--- src/rtl/core/gll_pkg.sv ---
// Shared types, constants and character helpers of the GLL sentence parser.
package gll_pkg;

    // Longest line, in characters without the line feed, that is not too long.
    localparam int unsigned MAX_LINE = 82;
    localparam logic [6:0] MAX_LINE_LEN = 7'(MAX_LINE);

    // Reset values of the configuration registers.
    localparam logic [6:0] MIN_LENGTH_RESET   = 7'd49;
    localparam logic       CHECK_ENABLE_RESET = 1'b1;

    // Configuration register indexes.
    localparam logic CFG_MIN_LENGTH   = 1'b0;
    localparam logic CFG_CHECK_ENABLE = 1'b1;

    // Result status codes.
    localparam logic [1:0] STATUS_OK        = 2'd0;
    localparam logic [1:0] STATUS_BAD_SUM   = 2'd1;
    localparam logic [1:0] STATUS_MALFORMED = 2'd2;

    // Angle magnitude limits in units of 1/600000 degree.
    localparam logic [26:0] LAT_MAX = 27'd54000000;
    localparam logic [27:0] LON_MAX = 28'd108000000;

    // Character codes.
    localparam logic [7:0] CH_LF     = 8'h0A;
    localparam logic [7:0] CH_DOLLAR = 8'h24;
    localparam logic [7:0] CH_STAR   = 8'h2A;
    localparam logic [7:0] CH_COMMA  = 8'h2C;
    localparam logic [7:0] CH_S      = 8'h53;
    localparam logic [7:0] CH_W      = 8'h57;

    // Depth of the queue between the classifier and the parser.
    localparam int unsigned QUEUE_DEPTH = 4;
    localparam int unsigned QUEUE_AW    = $clog2(QUEUE_DEPTH);

    // One classified character as it travels through the queue.
    typedef struct packed {
        logic [7:0] chr;
        logic       is_lf;
        logic       is_dollar;
        logic       is_star;
        logic       is_comma;
        logic       is_south;
        logic       is_west;
        logic [3:0] digit;
        logic       hex_ok;
        logic [3:0] hex;
    } gll_char_t;

    function automatic gll_char_t classify(input logic [7:0] c);
        gll_char_t r;
        r.chr       = c;
        r.is_lf     = (c == CH_LF);
        r.is_dollar = (c == CH_DOLLAR);
        r.is_star   = (c == CH_STAR);
        r.is_comma  = (c == CH_COMMA);
        r.is_south  = (c == CH_S);
        r.is_west   = (c == CH_W);
        r.digit     = 4'd0;
        r.hex_ok    = 1'b0;
        r.hex       = 4'd0;
        if (c >= 8'h30 && c <= 8'h39) begin
            r.digit  = 4'(c - 8'h30);
            r.hex_ok = 1'b1;
            r.hex    = 4'(c - 8'h30);
        end else if (c >= 8'h41 && c <= 8'h46) begin
            r.hex_ok = 1'b1;
            r.hex    = 4'(c - 8'h37);
        end else if (c >= 8'h61 && c <= 8'h66) begin
            r.hex_ok = 1'b1;
            r.hex    = 4'(c - 8'h57);
        end
        return r;
    endfunction

    // Expected header character after the dollar sign, "GPGLL".
    function automatic logic [7:0] tag_char(input logic [2:0] pos);
        logic [7:0] r;
        case (pos)
            3'd0:    r = 8'h47;
            3'd1:    r = 8'h50;
            3'd2:    r = 8'h47;
            3'd3:    r = 8'h4C;
            3'd4:    r = 8'h4C;
            default: r = 8'h00;
        endcase
        return r;
    endfunction

    // Contribution of one latitude digit at its position in ddmm.mmmm.
    function automatic logic [26:0] lat_term(input logic [3:0] pos, input logic [3:0] d);
        logic [26:0] w;
        case (pos)
            4'd0:    w = 27'd6000000;
            4'd1:    w = 27'd600000;
            4'd2:    w = 27'd100000;
            4'd3:    w = 27'd10000;
            4'd5:    w = 27'd1000;
            4'd6:    w = 27'd100;
            4'd7:    w = 27'd10;
            4'd8:    w = 27'd1;
            default: w = 27'd0;
        endcase
        return 27'(w * 27'(d));
    endfunction

    // Contribution of one longitude digit at its position in dddmm.mmmm.
    function automatic logic [29:0] lon_term(input logic [3:0] pos, input logic [3:0] d);
        logic [29:0] w;
        case (pos)
            4'd0:    w = 30'd60000000;
            4'd1:    w = 30'd6000000;
            4'd2:    w = 30'd600000;
            4'd3:    w = 30'd100000;
            4'd4:    w = 30'd10000;
            4'd6:    w = 30'd1000;
            4'd7:    w = 30'd100;
            4'd8:    w = 30'd10;
            4'd9:    w = 30'd1;
            default: w = 30'd0;
        endcase
        return 30'(w * 30'(d));
    endfunction

endpackage

--- src/rtl/core/gll_front.sv ---
// Front end: classifies incoming characters and queues them for the parser.
module gll_front (
    input  logic                clk,
    input  logic                rst_n,
    input  logic                rx_valid,
    output logic                rx_stall,
    input  logic [7:0]          rx_byte,
    output logic                q_valid,
    output gll_pkg::gll_char_t  q_item,
    input  logic                q_pop
);

    localparam logic [gll_pkg::QUEUE_AW:0] QUEUE_FULL = (gll_pkg::QUEUE_AW + 1)'(gll_pkg::QUEUE_DEPTH);

    gll_pkg::gll_char_t                  queue_mem [gll_pkg::QUEUE_DEPTH];
    logic [gll_pkg::QUEUE_AW-1:0]        wr_ptr_reg;
    logic [gll_pkg::QUEUE_AW-1:0]        wr_ptr_next;
    logic [gll_pkg::QUEUE_AW-1:0]        rd_ptr_reg;
    logic [gll_pkg::QUEUE_AW-1:0]        rd_ptr_next;
    logic [gll_pkg::QUEUE_AW:0]          count_reg;
    logic [gll_pkg::QUEUE_AW:0]          count_next;
    logic                                push;
    logic                                pop;

    assign rx_stall = (count_reg == QUEUE_FULL);
    assign push     = rx_valid && !rx_stall;
    assign pop      = q_pop && q_valid;
    assign q_valid  = (count_reg != '0);
    assign q_item   = queue_mem[rd_ptr_reg];

    always_comb
    begin
        wr_ptr_next = push ? wr_ptr_reg + 1'b1 : wr_ptr_reg;
        rd_ptr_next = pop ? rd_ptr_reg + 1'b1 : rd_ptr_reg;
        count_next  = count_reg;
        if (push && !pop)
        begin
            count_next = count_reg + 1'b1;
        end
        else if (pop && !push)
        begin
            count_next = count_reg - 1'b1;
        end
    end

    always_ff @(posedge clk or negedge rst_n)
    begin
        if (!rst_n)
        begin
            wr_ptr_reg <= '0;
            rd_ptr_reg <= '0;
            count_reg  <= '0;
        end
        else
        begin
            wr_ptr_reg <= wr_ptr_next;
            rd_ptr_reg <= rd_ptr_next;
            count_reg  <= count_next;
        end
    end

    always_ff @(posedge clk)
    begin
        if (push)
        begin
            queue_mem[wr_ptr_reg] <= gll_pkg::classify(rx_byte);
        end
    end

    // The occupancy never exceeds the queue depth.
    a_count_bound: assert property (@(posedge clk) disable iff (!rst_n)
        count_reg <= QUEUE_FULL)
        else $error("queue count above depth");

    // A push and no pop into a full queue never happens.
    a_no_overflow: assert property (@(posedge clk) disable iff (!rst_n)
        (count_reg == QUEUE_FULL && !pop) |=> (count_reg == QUEUE_FULL))
        else $error("queue overflowed");

    // Popping an empty queue never happens.
    a_no_underflow: assert property (@(posedge clk) disable iff (!rst_n)
        (count_reg == '0) |-> !pop)
        else $error("queue underflowed");

endmodule

--- src/rtl/core/gll_back.sv ---
// Back end: GLL sentence state machine, field decoding and the result register.
module gll_back (
    input  logic                clk,
    input  logic                rst_n,
    input  logic                q_valid,
    input  gll_pkg::gll_char_t  q_item,
    output logic                q_pop,
    input  logic                cfg_valid,
    output logic                cfg_ready,
    input  logic                cfg_index,
    input  logic [6:0]          cfg_data,
    output logic                res_valid,
    input  logic                res_stall,
    output logic signed [26:0]  latitude,
    output logic signed [27:0]  longitude,
    output logic [6:0]          fix_hours,
    output logic [6:0]          fix_minutes,
    output logic [6:0]          fix_seconds,
    output logic [1:0]          status
);

    typedef enum logic [2:0] {
        PH_IDLE,
        PH_HEADER,
        PH_BODY,
        PH_SUM_HI,
        PH_SUM_LO,
        PH_SUM_DONE,
        PH_SUM_BAD
    } phase_t;

    phase_t              phase_reg, phase_next;
    logic [2:0]          header_pos_reg, header_pos_next;
    logic [3:0]          field_index_reg, field_index_next;
    logic [3:0]          char_in_field_reg, char_in_field_next;
    logic [6:0]          line_length_reg, line_length_next;
    logic [7:0]          xor_sum_reg, xor_sum_next;
    logic [7:0]          sent_sum_reg, sent_sum_next;
    logic [26:0]         lat_accum_reg, lat_accum_next;
    logic [27:0]         lon_accum_reg, lon_accum_next;
    logic [1:0]          hemisphere_reg, hemisphere_next;
    logic [6:0]          hours_reg, hours_next;
    logic [6:0]          minutes_reg, minutes_next;
    logic [6:0]          seconds_reg, seconds_next;
    logic [6:0]          min_length_reg;
    logic                check_enable_reg;

    logic                res_valid_reg;
    logic signed [26:0]  latitude_reg;
    logic signed [27:0]  longitude_reg;
    logic [6:0]          fix_hours_reg;
    logic [6:0]          fix_minutes_reg;
    logic [6:0]          fix_seconds_reg;
    logic [1:0]          status_reg;

    logic                pop;
    logic                in_sentence;
    logic                emit;
    logic [1:0]          status_calc;
    logic [27:0]         lat_sum;
    logic [29:0]         lon_sum;
    logic [6:0]          tens;
    logic [6:0]          pair_sel;

    assign cfg_ready   = 1'b1;
    assign pop         = q_valid && !(q_item.is_lf && res_valid_reg && res_stall);
    assign q_pop       = pop;
    assign in_sentence = (phase_reg != PH_IDLE) && (phase_reg != PH_HEADER);
    assign emit        = pop && q_item.is_lf && in_sentence;

    assign lat_sum  = {1'b0, lat_accum_reg}
                    + {1'b0, gll_pkg::lat_term(char_in_field_reg, q_item.digit)};
    assign lon_sum  = {2'b00, lon_accum_reg}
                    + gll_pkg::lon_term(char_in_field_reg, q_item.digit);
    assign tens     = 7'(q_item.digit * 4'd10);

    always_comb
    begin
        case (char_in_field_reg[2:1])
            2'd0:    pair_sel = hours_reg;
            2'd1:    pair_sel = minutes_reg;
            default: pair_sel = seconds_reg;
        endcase
    end

    always_comb
    begin
        if (line_length_reg <= min_length_reg || line_length_reg > gll_pkg::MAX_LINE_LEN
            || phase_reg == PH_BODY)
        begin
            status_calc = gll_pkg::STATUS_MALFORMED;
        end
        else if (check_enable_reg
                 && (phase_reg != PH_SUM_DONE || sent_sum_reg != xor_sum_reg))
        begin
            status_calc = gll_pkg::STATUS_BAD_SUM;
        end
        else
        begin
            status_calc = gll_pkg::STATUS_OK;
        end
    end

    always_comb
    begin
        phase_next         = phase_reg;
        header_pos_next    = header_pos_reg;
        field_index_next   = field_index_reg;
        char_in_field_next = char_in_field_reg;
        line_length_next   = line_length_reg;
        xor_sum_next       = xor_sum_reg;
        sent_sum_next      = sent_sum_reg;
        lat_accum_next     = lat_accum_reg;
        lon_accum_next     = lon_accum_reg;
        hemisphere_next    = hemisphere_reg;
        hours_next         = hours_reg;
        minutes_next       = minutes_reg;
        seconds_next       = seconds_reg;

        if (pop)
        begin
            if (q_item.is_lf || q_item.is_dollar)
            begin
                header_pos_next    = '0;
                field_index_next   = '0;
                char_in_field_next = '0;
                xor_sum_next       = '0;
                sent_sum_next      = '0;
                lat_accum_next     = '0;
                lon_accum_next     = '0;
                hemisphere_next    = '0;
                hours_next         = '0;
                minutes_next       = '0;
                seconds_next       = '0;
            end

            if (q_item.is_lf)
            begin
                phase_next       = PH_IDLE;
                line_length_next = '0;
            end
            else
            begin
                if (line_length_reg != 7'h7F)
                begin
                    line_length_next = line_length_reg + 1'b1;
                end

                if (q_item.is_dollar)
                begin
                    phase_next = PH_HEADER;
                end
                else
                begin
                    case (phase_reg)
                        PH_HEADER:
                        begin
                            xor_sum_next = xor_sum_reg ^ q_item.chr;
                            if (q_item.chr == gll_pkg::tag_char(header_pos_reg))
                            begin
                                header_pos_next = header_pos_reg + 1'b1;
                                if (header_pos_reg == 3'd4)
                                begin
                                    phase_next = PH_BODY;
                                end
                            end
                            else
                            begin
                                phase_next = PH_IDLE;
                            end
                        end
                        PH_BODY:
                        begin
                            if (q_item.is_star)
                            begin
                                phase_next = PH_SUM_HI;
                            end
                            else
                            begin
                                xor_sum_next = xor_sum_reg ^ q_item.chr;
                                if (q_item.is_comma)
                                begin
                                    if (field_index_reg != 4'hF)
                                    begin
                                        field_index_next = field_index_reg + 1'b1;
                                    end
                                    char_in_field_next = '0;
                                end
                                else
                                begin
                                    case (field_index_reg)
                                        4'd1:
                                        begin
                                            if (char_in_field_reg < 4'd9)
                                            begin
                                                lat_accum_next = (lat_sum > {1'b0, gll_pkg::LAT_MAX})
                                                               ? gll_pkg::LAT_MAX : lat_sum[26:0];
                                            end
                                        end
                                        4'd2:
                                        begin
                                            hemisphere_next[0] = (char_in_field_reg == 4'd0)
                                                               && q_item.is_south;
                                        end
                                        4'd3:
                                        begin
                                            if (char_in_field_reg < 4'd10)
                                            begin
                                                lon_accum_next = (lon_sum > {2'b00, gll_pkg::LON_MAX})
                                                               ? gll_pkg::LON_MAX : lon_sum[27:0];
                                            end
                                        end
                                        4'd4:
                                        begin
                                            hemisphere_next[1] = (char_in_field_reg == 4'd0)
                                                               && q_item.is_west;
                                        end
                                        4'd5:
                                        begin
                                            if (char_in_field_reg < 4'd6)
                                            begin
                                                case (char_in_field_reg[2:1])
                                                    2'd0:
                                                    begin
                                                        hours_next = char_in_field_reg[0]
                                                            ? 7'(pair_sel + 7'(q_item.digit)) : tens;
                                                    end
                                                    2'd1:
                                                    begin
                                                        minutes_next = char_in_field_reg[0]
                                                            ? 7'(pair_sel + 7'(q_item.digit)) : tens;
                                                    end
                                                    default:
                                                    begin
                                                        seconds_next = char_in_field_reg[0]
                                                            ? 7'(pair_sel + 7'(q_item.digit)) : tens;
                                                    end
                                                endcase
                                            end
                                        end
                                        default:
                                        begin
                                        end
                                    endcase
                                    if (char_in_field_reg != 4'hF)
                                    begin
                                        char_in_field_next = char_in_field_reg + 1'b1;
                                    end
                                end
                            end
                        end
                        PH_SUM_HI:
                        begin
                            if (q_item.hex_ok)
                            begin
                                sent_sum_next = {q_item.hex, 4'h0};
                                phase_next    = PH_SUM_LO;
                            end
                            else
                            begin
                                phase_next = PH_SUM_BAD;
                            end
                        end
                        PH_SUM_LO:
                        begin
                            if (q_item.hex_ok)
                            begin
                                sent_sum_next = {sent_sum_reg[7:4], q_item.hex};
                                phase_next    = PH_SUM_DONE;
                            end
                            else
                            begin
                                phase_next = PH_SUM_BAD;
                            end
                        end
                        default:
                        begin
                        end
                    endcase
                end
            end
        end
    end

    always_ff @(posedge clk or negedge rst_n)
    begin
        if (!rst_n)
        begin
            phase_reg         <= PH_IDLE;
            header_pos_reg    <= '0;
            field_index_reg   <= '0;
            char_in_field_reg <= '0;
            line_length_reg   <= '0;
            xor_sum_reg       <= '0;
            sent_sum_reg      <= '0;
            lat_accum_reg     <= '0;
            lon_accum_reg     <= '0;
            hemisphere_reg    <= '0;
            hours_reg         <= '0;
            minutes_reg       <= '0;
            seconds_reg       <= '0;
            min_length_reg    <= gll_pkg::MIN_LENGTH_RESET;
            check_enable_reg  <= gll_pkg::CHECK_ENABLE_RESET;
            res_valid_reg     <= 1'b0;
        end
        else
        begin
            phase_reg         <= phase_next;
            header_pos_reg    <= header_pos_next;
            field_index_reg   <= field_index_next;
            char_in_field_reg <= char_in_field_next;
            line_length_reg   <= line_length_next;
            xor_sum_reg       <= xor_sum_next;
            sent_sum_reg      <= sent_sum_next;
            lat_accum_reg     <= lat_accum_next;
            lon_accum_reg     <= lon_accum_next;
            hemisphere_reg    <= hemisphere_next;
            hours_reg         <= hours_next;
            minutes_reg       <= minutes_next;
            seconds_reg       <= seconds_next;
            res_valid_reg     <= emit || (res_valid_reg && res_stall);
            if (cfg_valid && cfg_ready)
            begin
                case (cfg_index)
                    gll_pkg::CFG_MIN_LENGTH:   min_length_reg   <= cfg_data;
                    gll_pkg::CFG_CHECK_ENABLE: check_enable_reg <= cfg_data[0];
                    default:
                    begin
                    end
                endcase
            end
        end
    end

    always_ff @(posedge clk)
    begin
        if (emit)
        begin
            latitude_reg    <= hemisphere_reg[0] ? -$signed(lat_accum_reg) : $signed(lat_accum_reg);
            longitude_reg   <= hemisphere_reg[1] ? -$signed(lon_accum_reg) : $signed(lon_accum_reg);
            fix_hours_reg   <= hours_reg;
            fix_minutes_reg <= minutes_reg;
            fix_seconds_reg <= seconds_reg;
            status_reg      <= status_calc;
        end
    end

    assign res_valid   = res_valid_reg;
    assign latitude    = latitude_reg;
    assign longitude   = longitude_reg;
    assign fix_hours   = fix_hours_reg;
    assign fix_minutes = fix_minutes_reg;
    assign fix_seconds = fix_seconds_reg;
    assign status      = status_reg;

    // A line feed is never consumed while a held result still waits.
    a_no_overwrite: assert property (@(posedge clk) disable iff (!rst_n)
        (pop && q_item.is_lf) |-> !(res_valid_reg && res_stall))
        else $error("result overwritten");

    // While matching the header, fewer than five tag characters have been seen.
    a_header_pos: assert property (@(posedge clk) disable iff (!rst_n)
        (phase_reg == PH_HEADER) |-> (header_pos_reg < 3'd5))
        else $error("header position out of range");

    // A consumed line feed restarts the line count and the parser.
    a_lf_restart: assert property (@(posedge clk) disable iff (!rst_n)
        (pop && q_item.is_lf) |=> (line_length_reg == '0 && phase_reg == PH_IDLE))
        else $error("line feed did not restart the parser");

    // The angle accumulators never pass their limits.
    a_angle_limits: assert property (@(posedge clk) disable iff (!rst_n)
        (lat_accum_reg <= gll_pkg::LAT_MAX) && (lon_accum_reg <= gll_pkg::LON_MAX))
        else $error("angle accumulator above limit");

    // A fresh result carries a defined status code.
    a_status_code: assert property (@(posedge clk) disable iff (!rst_n)
        $rose(res_valid_reg) |-> (status_reg != 2'd3))
        else $error("undefined status code");

endmodule

--- src/rtl/core/nmea_gll_sentence_parser.sv ---
// Top level of the NMEA 0183 GLL sentence parser.
// The parser takes one receiver character per transaction on the rx channel and
// can accept a new character in every clock cycle unless the queue is full. A
// classifier stage decodes each character (line feed, dollar, star, comma,
// hemisphere letters, decimal digit, hex digit) and places it into a four-entry
// queue; the parser state machine behind it consumes one character per cycle
// unless a line feed waits on the held result, and registers each result when
// the closing line feed of its line is popped from the queue. The result
// sits in an output register: only a line feed that arrives while the previous
// result is still held and stalled makes the parser wait, and the queue keeps
// accepting characters until it fills. Each line feed that closes a line with a
// $GPGLL header gives one result transaction: signed latitude and longitude in
// units of 1/600000 degree (south and west negative), the hhmmss fix time as
// three two-digit values, and a status of ok, checksum mismatch, or malformed
// (too short, too long or no star). Angles and time are reported even with a
// bad status. The two configuration registers (minimum length, index 0, reset
// 49; checksum check enable, index 1, reset 1) are written through the cfg
// channel, which is always ready, and should only be changed while no line is
// in flight.
module nmea_gll_sentence_parser (
    input  logic                clk,
    input  logic                rst_n,
    input  logic                rx_valid,
    output logic                rx_stall,
    input  logic [7:0]          rx_byte,
    input  logic                cfg_valid,
    output logic                cfg_ready,
    input  logic                cfg_index,
    input  logic [6:0]          cfg_data,
    output logic                res_valid,
    input  logic                res_stall,
    output logic signed [26:0]  latitude,
    output logic signed [27:0]  longitude,
    output logic [6:0]          fix_hours,
    output logic [6:0]          fix_minutes,
    output logic [6:0]          fix_seconds,
    output logic [1:0]          status
);

    // Classified characters waiting for the parser.
    logic                q_valid;
    gll_pkg::gll_char_t  q_item;
    logic                q_pop;

    // Front: character classification and the decoupling queue.
    gll_front u_front (
        .clk      (clk),
        .rst_n    (rst_n),
        .rx_valid (rx_valid),
        .rx_stall (rx_stall),
        .rx_byte  (rx_byte),
        .q_valid  (q_valid),
        .q_item   (q_item),
        .q_pop    (q_pop)
    );

    // Back: sentence state machine, field decoding, configuration and result.
    gll_back u_back (
        .clk         (clk),
        .rst_n       (rst_n),
        .q_valid     (q_valid),
        .q_item      (q_item),
        .q_pop       (q_pop),
        .cfg_valid   (cfg_valid),
        .cfg_ready   (cfg_ready),
        .cfg_index   (cfg_index),
        .cfg_data    (cfg_data),
        .res_valid   (res_valid),
        .res_stall   (res_stall),
        .latitude    (latitude),
        .longitude   (longitude),
        .fix_hours   (fix_hours),
        .fix_minutes (fix_minutes),
        .fix_seconds (fix_seconds),
        .status      (status)
    );

endmodule

--- config.mk ---
export PLATFORM = sky130hd
export DESIGN_NAME = nmea_gll_sentence_parser
export DESIGN_NICKNAME = d
export VERILOG_FILES = /design/src/rtl/core/gll_pkg.sv /design/src/rtl/core/gll_front.sv /design/src/rtl/core/gll_back.sv /design/src/rtl/core/nmea_gll_sentence_parser.sv
export SDC_FILE = /design/constraint.sdc
export NUM_CORES = 1
export LEC_CHECK = 0
export BUFFER_PORTS_ARGS = -buffer_cell sky130_fd_sc_hd__buf_2
export CORE_MARGIN = 2
export CORE_UTILIZATION = 35
export CTS_BUF_LIST = sky130_fd_sc_hd__clkbuf_16
export DETAILED_ROUTE_END_ITERATION = 16
export PLACE_DENSITY = 0.53
export SETUP_SLACK_MARGIN = 0.5
export SYNTH_ARGS = -nofsm -noshare
export SYNTH_HDL_FRONTEND = slang
export SYNTH_SLANG_ARGS = --single-unit
--- constraint.sdc ---
create_clock -name clk -period 19.7 [get_ports clk]
set_clock_uncertainty 0.15 [all_clocks]
set_input_delay 1.97 -clock clk [delete_from_list [all_inputs] [get_ports clk]]
set_output_delay 1.97 -clock clk [all_outputs]
set_load 0.1 [all_outputs]
* Word-level counts from Yosys, hierarchy flattened
Memories as Yosys holds them, arrays and structs flattened.
Index checks and enable logic that the tools add are counted.
** Operators by class
- Add/subtract/negate cells :: 16
- Multiply operators :: 3
- Magnitude comparators :: 13
- Equality and inequality tests :: 31
- Muxes and demuxes :: 113
- Bitwise gates (word level) :: 2
- Reductions and logical operators :: 42
** Operators by type and width (number)
- $mux 28 :: 10
- $mux 27 :: 10
- $mux 7 :: 30
- $mux 8 :: 13
- $mux 4 :: 16
- $mux 3 :: 12
- $pmux 8 s2 :: 2
- $add 28x30->30 :: 1
- $gt 30x27->1 const B :: 1
- $mul 30x4->30 :: 1
- $add 27x27->28 :: 1
- $gt 28x26->1 const B :: 1
- $neg 28->28 :: 1
- $mul 27x4->27 :: 1
- $neg 27->27 :: 1
- $eq 8x6->1 const B :: 3
- $pmux 7 s3 :: 1
- $mux 5 :: 4
- $logic_and 1x1->1 :: 17
- $eq 8x7->1 const B :: 2
- $ge 8x7->1 const B :: 2
- $le 8x7->1 const B :: 2
- $mux 2 :: 8
- $pmux 7 s2 :: 1
- 46 further kinds :: 79
** Word-level totals
- Flip-flop bits (word level) :: 209
- Bits in writable memories :: 92
- Memory bits (read-only) :: 656
- Input bits :: 21
- Output and inout bits :: 81
- Logic and storage cells :: 249
- Memories kept :: 3
** Memory list
- (name not given) :: depth 16, bits a word 22, rd ports 1, clocked after memory_dff 0, wr ports 0, RTL line gll_pkg.sv:111 : case (pos)
- (name not given) :: depth 16, bits a word 19, rd ports 1, clocked after memory_dff 0, wr ports 0, RTL line gll_pkg.sv:94 : case (pos)
- u_front.queue_mem :: depth 4, bits a word 23, rd ports 1, clocked after memory_dff 0, wr ports 1, RTL line gll_front.sv:15 : gll_pkg::gll_char_t queue_mem [gll_pkg::QUEUE_DEPTH];

* Longest topological paths before layout
Gate-level depths: netlist of run 1.
- Depth after elaboration :: 12
- Depth in mapped cells :: 37
- Mapped depth without buffers :: 33

* By module
A second synthesis of run 1 with hierarchy kept.
** Unflattened totals
- Cell total of the unflattened synthesis :: 2249
- Area, all modules :: 22404.0 sq um
** Modules (own cells, without submodules)
- gll_back :: times used 1, cells each 2054, area an instance 18390.1 sq um, seq. area each 5450.2 sq um
- gll_front :: times used 1, cells each 195, area an instance 4013.8 sq um, seq. area each 2937.8 sq um

* Worst setup path after synthesis of run 1
OpenSTA, ideal clock, no wires.
- Kind :: input to register
- Start :: input port res_stall
- End :: register u_back.fix_hours_reg[0], in the netlist u_back.fix_hours[0], enable pin
- Setup time :: 0.612 ns
- Arrival time :: 7.940 ns
- Required time :: 18.938 ns
- Slack :: 10.997 ns
- Stages :: 5
- Buffers on the path :: 1
- Cells stage by stage :: nand3_1 o31a_1 inv_1 clkbuf_1 nor3_1
** On the way
- Word-level cells in the longest chain between the ends :: 5
** Ends and longest elaborated chain
- from (decl) :: RTL line nmea_gll_sentence_parser.sv:31 : input logic res_stall,
- $logic_and 1x1->1 :: RTL line gll_back.sv:66 : assign pop = q_valid && !(q_item.is_lf && res_valid_reg && res_stall);
- $logic_not 1->1 :: RTL line gll_back.sv:66
- $logic_and 1x1->1 :: RTL line gll_back.sv:66
- $logic_and 1x1->1 (2 in a row) :: RTL line gll_back.sv:69 : assign emit = pop && q_item.is_lf && in_sentence;
- net u_back.emit :: RTL line gll_back.sv:58 : logic emit;
- to (signal assigned) :: RTL line gll_back.sv:341 : fix_hours_reg <= hours_reg;
- to (decl) :: RTL line gll_back.sv:51 : logic [6:0] fix_hours_reg;
The timed path passes the listed nets, and every way through them passes these cells.
A chain may end at the register's enable or synchronous reset.

* Final worst setup path of run 1
- Start :: register u_front.rd_ptr_reg[1] (netlist name)
- End :: register u_back.lat_accum_reg[19]
** On the way
- Word-level cells in the longest chain between the ends :: 12
- Elaborated cells on any way between the ends :: 18
** Ends and longest elaborated chain
- from (decl) :: RTL line gll_front.sv:18 : logic [gll_pkg::QUEUE_AW-1:0] rd_ptr_reg;
- from (signal assigned) :: RTL line gll_front.sv:57 : rd_ptr_reg <= rd_ptr_next;
- $mem_v2 4x23 *
- $mul 27x4->27 :: RTL line gll_pkg.sv:105 : return 27'(w * 27'(d));
- $add 27x27->28 :: RTL line gll_back.sv:72 : + {1'b0, gll_pkg::lat_term(char_in_field_reg, q_item.digit)};
- $gt 28x26->1 :: RTL line gll_back.sv:196 : lat_accum_next = (lat_sum > {1'b0, gll_pkg::LAT_MAX})
- $mux 27 :: RTL line gll_back.sv:197 : ? gll_pkg::LAT_MAX : lat_sum[26:0];
- $mux 27 :: RTL line gll_back.sv:194 : if (char_in_field_reg < 4'd9)
- $mux 27 :: RTL line gll_back.sv:191 : case (field_index_reg)
- $mux 27 :: RTL line gll_back.sv:181 : if (q_item.is_comma)
- $mux 27 :: RTL line gll_back.sv:174 : if (q_item.is_star)
- $mux 27 :: RTL line gll_back.sv:155 : case (phase_reg)
- $mux 27 :: RTL line gll_back.sv:149 : if (q_item.is_dollar)
- $mux 27 :: RTL line gll_back.sv:137 : if (q_item.is_lf)
- to (signal assigned) :: RTL line gll_back.sv:315 : lat_accum_reg <= lat_accum_next;
- to (decl) :: RTL line gll_back.sv:39 : logic [26:0] lat_accum_reg, lat_accum_next;
Every way passes the cells marked *; elsewhere a longest branch is shown, timed or not.

==> results.sh, run 1 <==
export IMPL_synth_xor_area_share=0.0613
export IMPL_power_switching_mw=2.03
export IMPL_grt_pass1_vias=16000
export IMPL_fp_dieH_um=252
export IMPL_period_needed_ns=9.48
export IMPL_slowest_delay_ns=0.87
export IMPL_max_freq_mhz=105
export IMPL_ys_ff_latch=301
export IMPL_rsz0062_at_grt="no"
export IMPL_place_congestion=0.852
export IMPL_finalHoldViolCount=0
export IMPL_ctsHoldBuffers=0
export IMPL_final_antenna_net_count=0
export IMPL_multiInputGateArea_mm2=0.0121
export IMPL_combPwrFrac=0.668
export IMPL_crit_path_max_fanout=28
export IMPL_initial_core_util=0.355
export IMPL_die_area_mm2=0.0633
export IMPL_area_growth_synth_to_final_pct=11.6
export IMPL_arrival_ns=9.76
export IMPL_totalPowerFinal_mw=4.16
export IMPL_fin_ws_ns=10.22
export IMPL_clkLatencyLatePin_ns=0.55
export IMPL_yosysUniqueCellTypes=88
export IMPL_seqCellArea_mm2=0.00839
export IMPL_cts_sink_count=301
export IMPL_leakagePower_nw=10.9
export IMPL_setup_viol=0
export IMPL_p_clk_frac=0.152
export IMPL_cts_tree="yes"
export IMPL_netlist_instances=2119
export IMPL_synthMuxAreaShare=0.0349
export IMPL_final_nets=2490
export IMPL_rows=90
export IMPL_r2r_slack_ns=10.22
export IMPL_firstDrtPassIters=6
export IMPL_overflow=0
export IMPL_dp_slack_ns=10.29
export IMPL_drv_cap=0
export IMPL_htreeDepth=2
export IMPL_r2r_end="u_back.lat_accum_reg[19]$_DFFE_PN0P_"
export IMPL_yosys_area_share_simple=0.148
export IMPL_worstSetupStartpointType="flip-flop"
export IMPL_ir_worst_vdd_mv=0.131
export IMPL_top_level_ports=102
export IMPL_p_sw_frac=0.488
export IMPL_r2r_start="u_front.rd_ptr_reg[1]$_DFFE_PN0P_"
export IMPL_io_buffer_count=100
export IMPL_r2r_cells=28
export IMPL_cp_required_ns=19.97
export IMPL_routed_wirelength_um=52300
export IMPL_fin_setup_tns_ns=0
export IMPL_largest_reg_flops=92
export IMPL_async_reset_ff_frac=0.435
export IMPL_yosysSeqAreaShare=0.391
export IMPL_worstSetupPathType="flip-flop to flip-flop"
export IMPL_cpMaxStageDelayCell="o21ai_1"
export IMPL_end_kind="flip-flop"
export IMPL_synth_edf_count=170
export IMPL_synth_top_family_by_area="adder cells"
export IMPL_synthAdderAreaFrac=0.183
export IMPL_postSynthNetCount=2398
export IMPL_antenna_found_initial=0
export IMPL_holdCritPathClass="flip-flop to flip-flop"
export IMPL_drv_slew=0
export IMPL_p_int_mw=2.13
export IMPL_worst_slew_pin_slew_ns=1.14
export IMPL_gr_usage_all_layers=0.168
export IMPL_viasPerCell=5.23
export IMPL_wl_per_cell_um=17.4
export IMPL_synth_flop_cell="edfxtp_1"
export IMPL_fin_crit_sh=0.481
export IMPL_die_w_um=252
export IMPL_layout_drive_gt1_share=0.108
export IMPL_cts_buffers=35
export IMPL_drc=0
export IMPL_post_cts_setup_buffers=0
export IMPL_p_per_area_mw_per_mm2=174
export IMPL_ys_warn_count=0
export IMPL_n_fill_cell=5885
export IMPL_dpl_hpwl_um=39800
export IMPL_slew_limit_headroom=0.238
export IMPL_crit_path_start="u_front.rd_ptr_reg[1]$_DFFE_PN0P_"
export IMPL_avgSynthCellArea_um2=10.1
export IMPL_stdcell_area_mm2=0.0239
export IMPL_crit_end="u_back.lat_accum_reg[19]$_DFFE_PN0P_"
export IMPL_clockBufferDepth=3
export IMPL_core_mm2=0.0605
export IMPL_synth_area_mm2=0.0214
export IMPL_antenna_cells=0
export IMPL_grt_pass1_wl_um=85200
export IMPL_vias=15800
export IMPL_grt_max_degree=51
export IMPL_seqPwrFrac=0.180
export IMPL_placed_area_mm2=0.0228
export IMPL_path_clk_slew_ns=0.06
export IMPL_dr_first_iter_drc_count=879
export IMPL_synth_compound_area_share=0.136
export IMPL_outcome="finished clean"
export IMPL_cts_root_buf="clkbuf_16"
export IMPL_cts_resized=0
==> how the worst min path moves through the flow <==
stage / start / end / depth (start not counted)
after floorplan: u_back.hours_reg[0]$_DFFE_PN0P_ / u_back.fix_hours[0]$_DFFE_PP_ / 0
after global placement: u_back.hours_reg[5]$_DFFE_PN0P_ / u_back.fix_hours[5]$_DFFE_PP_ / 0
after detailed placement: u_back.minutes_reg[3]$_DFFE_PN0P_ / u_back.fix_minutes[3]$_DFFE_PP_ / 0
after CTS: u_back.minutes_reg[3]$_DFFE_PN0P_ / u_back.fix_minutes[3]$_DFFE_PP_ / 0
after global routing: u_back.hours_reg[3]$_DFFE_PN0P_ / u_back.fix_hours[3]$_DFFE_PP_ / 0
final: u_back.minutes_reg[3]$_DFFE_PN0P_ / u_back.fix_minutes[3]$_DFFE_PP_ / 0
==> metrics by stage <==
stage / hold WS (ns) / util / std cells
after global placement: 0.321 / 0.378 / 2956
after CTS: 0.343 / 0.396 / 3017
after global routing: 0.353 / 0.396 / 3017
final: 0.337 / 0.396 / 3017
after detailed placement: 0.313 / 0.378 / 2956
after floorplan: 0.296 / - / 2119
==> worst max-delay path: cells and delay by family, from the launching register on <==
family | cells | cell delay (ns)
fa+ha+maj | 4 | 1.68
compound gates | 10 | 3.07
xor+xnor | 2 | 0.38
buf+inv | 4 | 1.48
simple gates | 7 | 1.85
mux | 1 | 0.39
flops | 1 | 0.32
==> metal layers <==
metal / wire, um / part of all wire / vias to the layer above / global-route usage
met1: 22500 / 0.43 / 7787 / 0.209
li1: - / - / 7653 / -
met5: 0 / 0 / - / 0
met4: 1410 / 0.027 / 0 / 0.0546
met3: 1710 / 0.033 / 65 / 0.0187
met2: 26800 / 0.51 / 262 / 0.302
==> power groups by stage <==
stage                     registers [mW]  logic (mW)  clock network, mW
final                              0.748        2.78              0.634
after global routing               0.753        3.16              0.676
after CTS                          0.748        2.82              0.654
after detailed placement           0.760        2.80                  0
after global placement             0.759        2.78                  0
after floorplan                    0.757        2.18                  0
==> cell type report <==
class                   instances  area share
multi-input cells            1562       0.505
flip-flops and latches        301       0.351
clock buffers                  35      0.0366
inverters                     189      0.0296
well taps                     782      0.0409
clock inverters                26     0.00899
repair buffers                122      0.0281
==> placed cells by master, fill, tap and decap left out, types with 23 or more instances in the layout <==
cell type  instances
o21ai_0          101
dfrtp_1          127
fa_1              90
nand2b_1          26
nor2_1           188
clkbuf_16         35
a21oi_1           84
xor2_1            50
and2_1            23
mux2i_1           23
o21ai_1           33
xnor2_1          100
ha_1             168
a22o_1            34
nand3_1           48
nor3_1            50
buf_2             99
edfxtp_1         170
inv_1            195
nand2_1          203
nor2b_1           23
a21o_1            34
==> cell usage after synthesis, types with 51 or more instances <==
cell	number	area, um2
ha_1	168	2100
dfrtp_1	127	3180
inv_1	187	702
o21ai_0	101	505
xnor2_1	100	876
edfxtp_1	170	5100
nand2_1	203	762
clkbuf_1	55	206
nor2_1	189	709
a21oi_1	84	420
fa_1	90	1800
nor3_1	51	255
==> kinds of logic after synthesis <==
kind of cell	after synthesis
AOI/OAI and AO/OA	434
xor gates and xnor gates	150
and+or+nand+nor	667
buffers and inverters	256
adders and majority gates	260
DFF	301
other	1
muxes	50
Power figures use the tool's default switching activity.
==> run 2: changes to the inputs <==
Clock period 19.7 ns to 9.87 ns, I/O delays scaled along.
==> results.sh, run 2 (synthesized netlist as in run 1, its figures left out) <==
export IMPL_outcome="finished clean"
export IMPL_layout_drive_gt1_share=0.108
export IMPL_crit_path_max_fanout=17
export IMPL_area_growth_synth_to_final_pct=11.8
export IMPL_global_route_usage_met2=0.302
export IMPL_clkLatencyLatePin_ns=0.57
export IMPL_arrival_ns=8.50
export IMPL_totalPowerFinal_mw=8.35
export IMPL_busiest_layer="met2"
export IMPL_worstSetupStartpointType="flip-flop"
export IMPL_dr_first_iter_drc_count=800
export IMPL_gr_usage_all_layers=0.170
export IMPL_ir_worst_vdd_mv=0.239
export IMPL_crit_family="compound AO/OA/AOI/OAI gates"
export IMPL_rows=90
export IMPL_drc=0
export IMPL_post_cts_setup_buffers=0
export IMPL_overflow=0
export IMPL_finalHoldViolCount=0
export IMPL_leakagePower_nw=10.9
export IMPL_antenna_found_initial=0
export IMPL_cp_required_ns=10.22
export IMPL_worstSetupPathType="flip-flop to flip-flop"
export IMPL_final_nets=2495
export IMPL_cp_num_buf_inv=3
export IMPL_die_area_mm2=0.0633
export IMPL_place_congestion=0.838
export IMPL_top_level_ports=102
export IMPL_r2r_slack_ns=1.71
export IMPL_fin_crit_sh=0.826
export IMPL_period_needed_ns=8.16
export IMPL_core_mm2=0.0605
export IMPL_grt_max_degree=82
export IMPL_viasPerCell=5.27
export IMPL_r2r_cells=30
export IMPL_whs_ns=0.311
export IMPL_initial_core_util=0.355
export IMPL_cts_resized=0
export IMPL_largest_reg_flops=92
export IMPL_htreeDepth=2
export IMPL_vias=15900
export IMPL_cts_tree="yes"
export IMPL_holdCritPathClass="primary input to asynchronous set/reset pin"
export IMPL_r2r_end="u_back.lat_accum_reg[22]$_DFFE_PN0P_"
export IMPL_r2r_start="u_back.char_in_field_reg[1]$_DFFE_PN0P_"
export IMPL_cts_root_buf="clkbuf_16"
export IMPL_grt_use_met3=0.0193
export IMPL_rsz0062_at_grt="no"
export IMPL_clockBufferDepth=3
export IMPL_wl_per_cell_um=17.6
export IMPL_cts_buffers=36
export IMPL_routed_wirelength_um=53300
export IMPL_drv_cap=0
export IMPL_cts_sink_count=301
export IMPL_slowest_delay_ns=0.60
export IMPL_final_antenna_net_count=0
export IMPL_p_per_area_mw_per_mm2=348
export IMPL_drv_slew=0
export IMPL_worst_slew_pin_slew_ns=0.984
export IMPL_io_buffer_count=100
export IMPL_end_kind="flip-flop"
export IMPL_fp_dieH_um=252
export IMPL_fin_setup_tns_ns=0
export IMPL_antenna_cells=0
export IMPL_setup_viol=0
export IMPL_grt_pass1_wl_um=86000
export IMPL_grt_pass1_vias=16300
export IMPL_path_clk_slew_ns=0.07
export IMPL_cpMaxStageDelayCell="fa_1"
export IMPL_dpl_hpwl_um=40200
export IMPL_grt_met1_usage=0.211
export IMPL_slew_limit_headroom=0.342
export IMPL_firstDrtPassIters=5
export IMPL_final_common_cell="nand2_1"
export IMPL_ctsHoldBuffers=0
export IMPL_mostFrequentLayoutCells="203 x nand2_1, 199 x inv_1, 188 x nor2_1, 170 x edfxtp_1, 168 x ha_1"
export IMPL_die_w_um=252
export IMPL_max_freq_mhz=123
==> run 2: cell type report <==
type,count,area [um2]
clock buffers,36,901
clock inverters,29,204
fillers,5909,36500
inverters,189,709
multi-input cells,1562,12100
flip-flops and latches,301,8390
well taps,782,978
repair buffers,126,702
==> run 2: stage by stage <==
step / util / worst slack [ns] / std cells / instance area (um2)
after floorplan: - / 1.81 / 2119 / 21400
after global placement: 0.378 / 1.85 / 2960 / 22900
after detailed placement: 0.378 / 1.70 / 2960 / 22900
after CTS: 0.396 / 1.67 / 3025 / 24000
after global routing: 0.396 / 1.00 / 3025 / 24000
final: 0.396 / 1.71 / 3025 / 24000
==> run 2: metal layers <==
layer  vias up  wire (um)
li1       7678          -
met1      7905      23000
met2       269      27000
met3        96       1730
met4         0       1660
met5         -          0
==> run 2: where the power goes <==
group          internal (mW)  switching, mW  leakage [nW]
sequential              1.44         0.0618          3.39
combinational           2.12           3.46          6.90
clock                  0.720          0.542         0.588
==> run 2: how the worst max path moves through the flow <==
stage,start,to,slack (ns),cells after the start
6_report,u_back.char_in_field_reg[1]$_DFFE_PN0P_,u_back.lat_accum_reg[22]$_DFFE_PN0P_,1.71,30
5_1_grt,u_back.char_in_field_reg[1]$_DFFE_PN0P_,u_back.lat_accum_reg[19]$_DFFE_PN0P_,1.00,32
4_1_cts,u_back.char_in_field_reg[1]$_DFFE_PN0P_,u_back.lat_accum_reg[6]$_DFFE_PN0P_,1.67,30
3_5_place_dp,u_back.char_in_field_reg[1]$_DFFE_PN0P_,u_back.lat_accum_reg[22]$_DFFE_PN0P_,1.70,30
3_3_place_gp,u_back.char_in_field_reg[1]$_DFFE_PN0P_,u_back.lat_accum_reg[22]$_DFFE_PN0P_,1.85,30
2_1_floorplan,u_front.rd_ptr_reg[1]$_DFFE_PN0P_,u_back.lat_accum_reg[10]$_DFFE_PN0P_,1.81,33
==> run 3: changes to the inputs <==
Settings changed: PLACE_DENSITY 0.53 to 0.55.
Clock period 9.87 ns to 7.1 ns, I/O delays scaled along.
==> results.sh, run 3 (synthesized netlist as in run 1, its figures left out) <==
export IMPL_cp_required_ns=7.35
export IMPL_crit_family="compound AO/OA/AOI/OAI gates"
export IMPL_initial_core_util=0.355
export IMPL_outcome="finished clean"
export IMPL_largest_reg_flops=92
export IMPL_cp_num_buf_inv=7
export IMPL_final_nets=2609
export IMPL_holdCritPathClass="primary input to flip-flop"
export IMPL_antenna_found_initial=0
export IMPL_die_area_mm2=0.0633
export IMPL_worst_slew_pin_slew_ns=1.14
export IMPL_rsz0062_at_grt="yes"
export IMPL_placed_cells=3026
export IMPL_end_kind="flip-flop"
export IMPL_path_clk_slew_ns=0.06
export IMPL_cts_sink_count=301
export IMPL_r2r_end="u_back.lat_accum_reg[12]$_DFFE_PN0P_"
export IMPL_die_w_um=252
export IMPL_final_common_cell="nand2_1"
export IMPL_wl_per_cell_um=17.5
export IMPL_io_buffer_count=100
export IMPL_place_congestion=0.908
export IMPL_crit_path_start="u_front.rd_ptr_reg[1]$_DFFE_PN0P_"
export IMPL_cts_root_buf="clkbuf_16"
export IMPL_dr_first_iter_drc_count=1054
export IMPL_rows=90
export IMPL_area_growth_synth_to_final_pct=20.8
export IMPL_viasPerCell=5.24
export IMPL_arrival_ns=7.12
export IMPL_clkLatencyLatePin_ns=0.57
export IMPL_setup_viol=0
export IMPL_drv_cap=0
export IMPL_final_antenna_net_count=0
export IMPL_grt_pass1_vias=16700
export IMPL_dpl_hpwl_um=41600
export IMPL_seqCellArea_mm2=0.00839
export IMPL_cts_tree="yes"
export IMPL_r2r_start="u_front.rd_ptr_reg[1]$_DFFE_PN0P_"
export IMPL_drv_slew=0
export IMPL_mostFrequentLayoutCells="200 x nand2_1, 188 x inv_1, 178 x nor2_1, 170 x edfxtp_1, 154 x ha_1"
export IMPL_top_level_ports=102
export IMPL_max_freq_mhz=146
export IMPL_htreeDepth=2
export IMPL_slowest_delay_ns=0.54
export IMPL_grt_max_degree=77
export IMPL_finalHoldViolCount=0
export IMPL_r2r_cells=31
export IMPL_firstDrtPassIters=5
export IMPL_cts_buffers=35
export IMPL_crit_path_max_fanout=8
export IMPL_antenna_cells=0
export IMPL_crit_end="u_back.lat_accum_reg[12]$_DFFE_PN0P_"
export IMPL_multiInputGateArea_mm2=0.0129
export IMPL_layout_drive_gt1_share=0.207
export IMPL_grt_pass1_wl_um=88300
export IMPL_vias=16500
export IMPL_routed_wirelength_um=55100
export IMPL_crit_cells=31
export IMPL_clockBufferDepth=3
export IMPL_r2r_slack_ns=0.23
export IMPL_slew_limit_headroom=0.235
export IMPL_cpMaxStageDelayCell="fa_1"
export IMPL_gr_usage_all_layers=0.175
export IMPL_period_needed_ns=6.87
export IMPL_finalNonFillerCells=3139
export IMPL_fin_crit_sh=0.967
export IMPL_n_fill_cell=5689
export IMPL_worstSetupPathType="flip-flop to flip-flop"
export IMPL_worstSetupStartpointType="flip-flop"
export IMPL_overflow=0
export IMPL_fp_dieH_um=252
export IMPL_drc=0
export IMPL_core_mm2=0.0605
==> run 3: cell types whose count changed in the layout (fill, tap and decap cells not counted), moves of 10 or more <==
cell and change:
buf_6 +13, a21oi_2 +10, a21oi_1 -13, nor3_1 -16, buf_4 +90, inv_1 -11, nor2_1 -10, o21ai_2 +11
ha_1 -14, o21ai_0 -13
==> run 3: worst min path at each step <==
| stage | start | end | slack, ns | depth (start not counted) |
|---|---|---|---|---|
| floorplan | rst_n | u_back.char_in_field_reg[0]$_DFFE_PN0P_ | 0.26 | 0 |
| global placement | u_back.hours_reg[0]$_DFFE_PN0P_ | u_back.fix_hours[0]$_DFFE_PP_ | 0.32 | 0 |
| detailed placement | u_back.seconds_reg[0]$_DFFE_PN0P_ | u_back.fix_seconds[0]$_DFFE_PP_ | 0.32 | 0 |
| CTS | cfg_data[6] | u_back.min_length_reg[6]$_DFFE_PN0P_ | 0.18 | 3 |
| global route | cfg_data[3] | u_back.min_length_reg[3]$_DFFE_PN0P_ | 0.21 | 3 |
| finish | cfg_data[6] | u_back.min_length_reg[6]$_DFFE_PN0P_ | 0.21 | 3 |
==> run 3: per-layer routing <==
layer / part of all wire / vias to the layer above / track usage
met5: 0 / - / 0
met4: 0.030 / 0 / 0.0621
met3: 0.043 / 89 / 0.0238
met2: 0.48 / 328 / 0.297
met1: 0.44 / 8140 / 0.228
li1: - / 7904 / -
==> run 3: per-stage QoR <==
| step | utilization | worst slack (ns) | setup TNS, ns | cell area [um2] | hold slack [ns] |
|---|---|---|---|---|---|
| 2_1_floorplan | - | 0.369 | 0 | 21800 | 0.264 |
| 3_3_place_gp | 0.391 | 0.137 | 0 | 23600 | 0.320 |
| 3_5_place_dp | 0.391 | -0.0191 | -0.0566 | 23600 | 0.317 |
| 4_1_cts | 0.421 | 0.247 | 0 | 25400 | 0.176 |
| 5_1_grt | 0.428 | -0.0858 | -0.601 | 25900 | 0.208 |
| 6_report | 0.428 | 0.232 | 0 | 25900 | 0.210 |
==> run 3: worst register-to-register path: cells and delay by family (launching register included) <==
family	cells	cell delay [ns]
AO/OA/AOI/OAI	12	2.21
adder cells (fa/ha/maj)	4	1.65
AND/OR/NAND/NOR	6	0.89
buffers and inverters	7	0.87
flip-flops	1	0.44
multiplexers	1	0.30
XOR/XNOR	1	0.18
==> run 3: final cells by class <==
cell class | instances | area share
inverters | 189 | 0.0281
clock buffers | 35 | 0.0338
multi-input cells | 1562 | 0.500
flip-flops and latches | 301 | 0.324
repair buffers | 241 | 0.0675
clock inverters | 29 | 0.00899
well taps | 782 | 0.0378
==> run 3: repair_timing <==
action / in CTS / in global routing
endpoints found under the setup margin: 50 / 53
gates cloned: 2 / 1
resized for setup: 84 / 85
setup buffers: 34 / 11
hold buffers: 1 / 0
hold endpoints to repair: 40 / 0
pin swaps: 43 / 34
Power of run 3 is not shown: default switching activity piles up to over one toggle a cycle in this logic, so the estimate is an artifact.
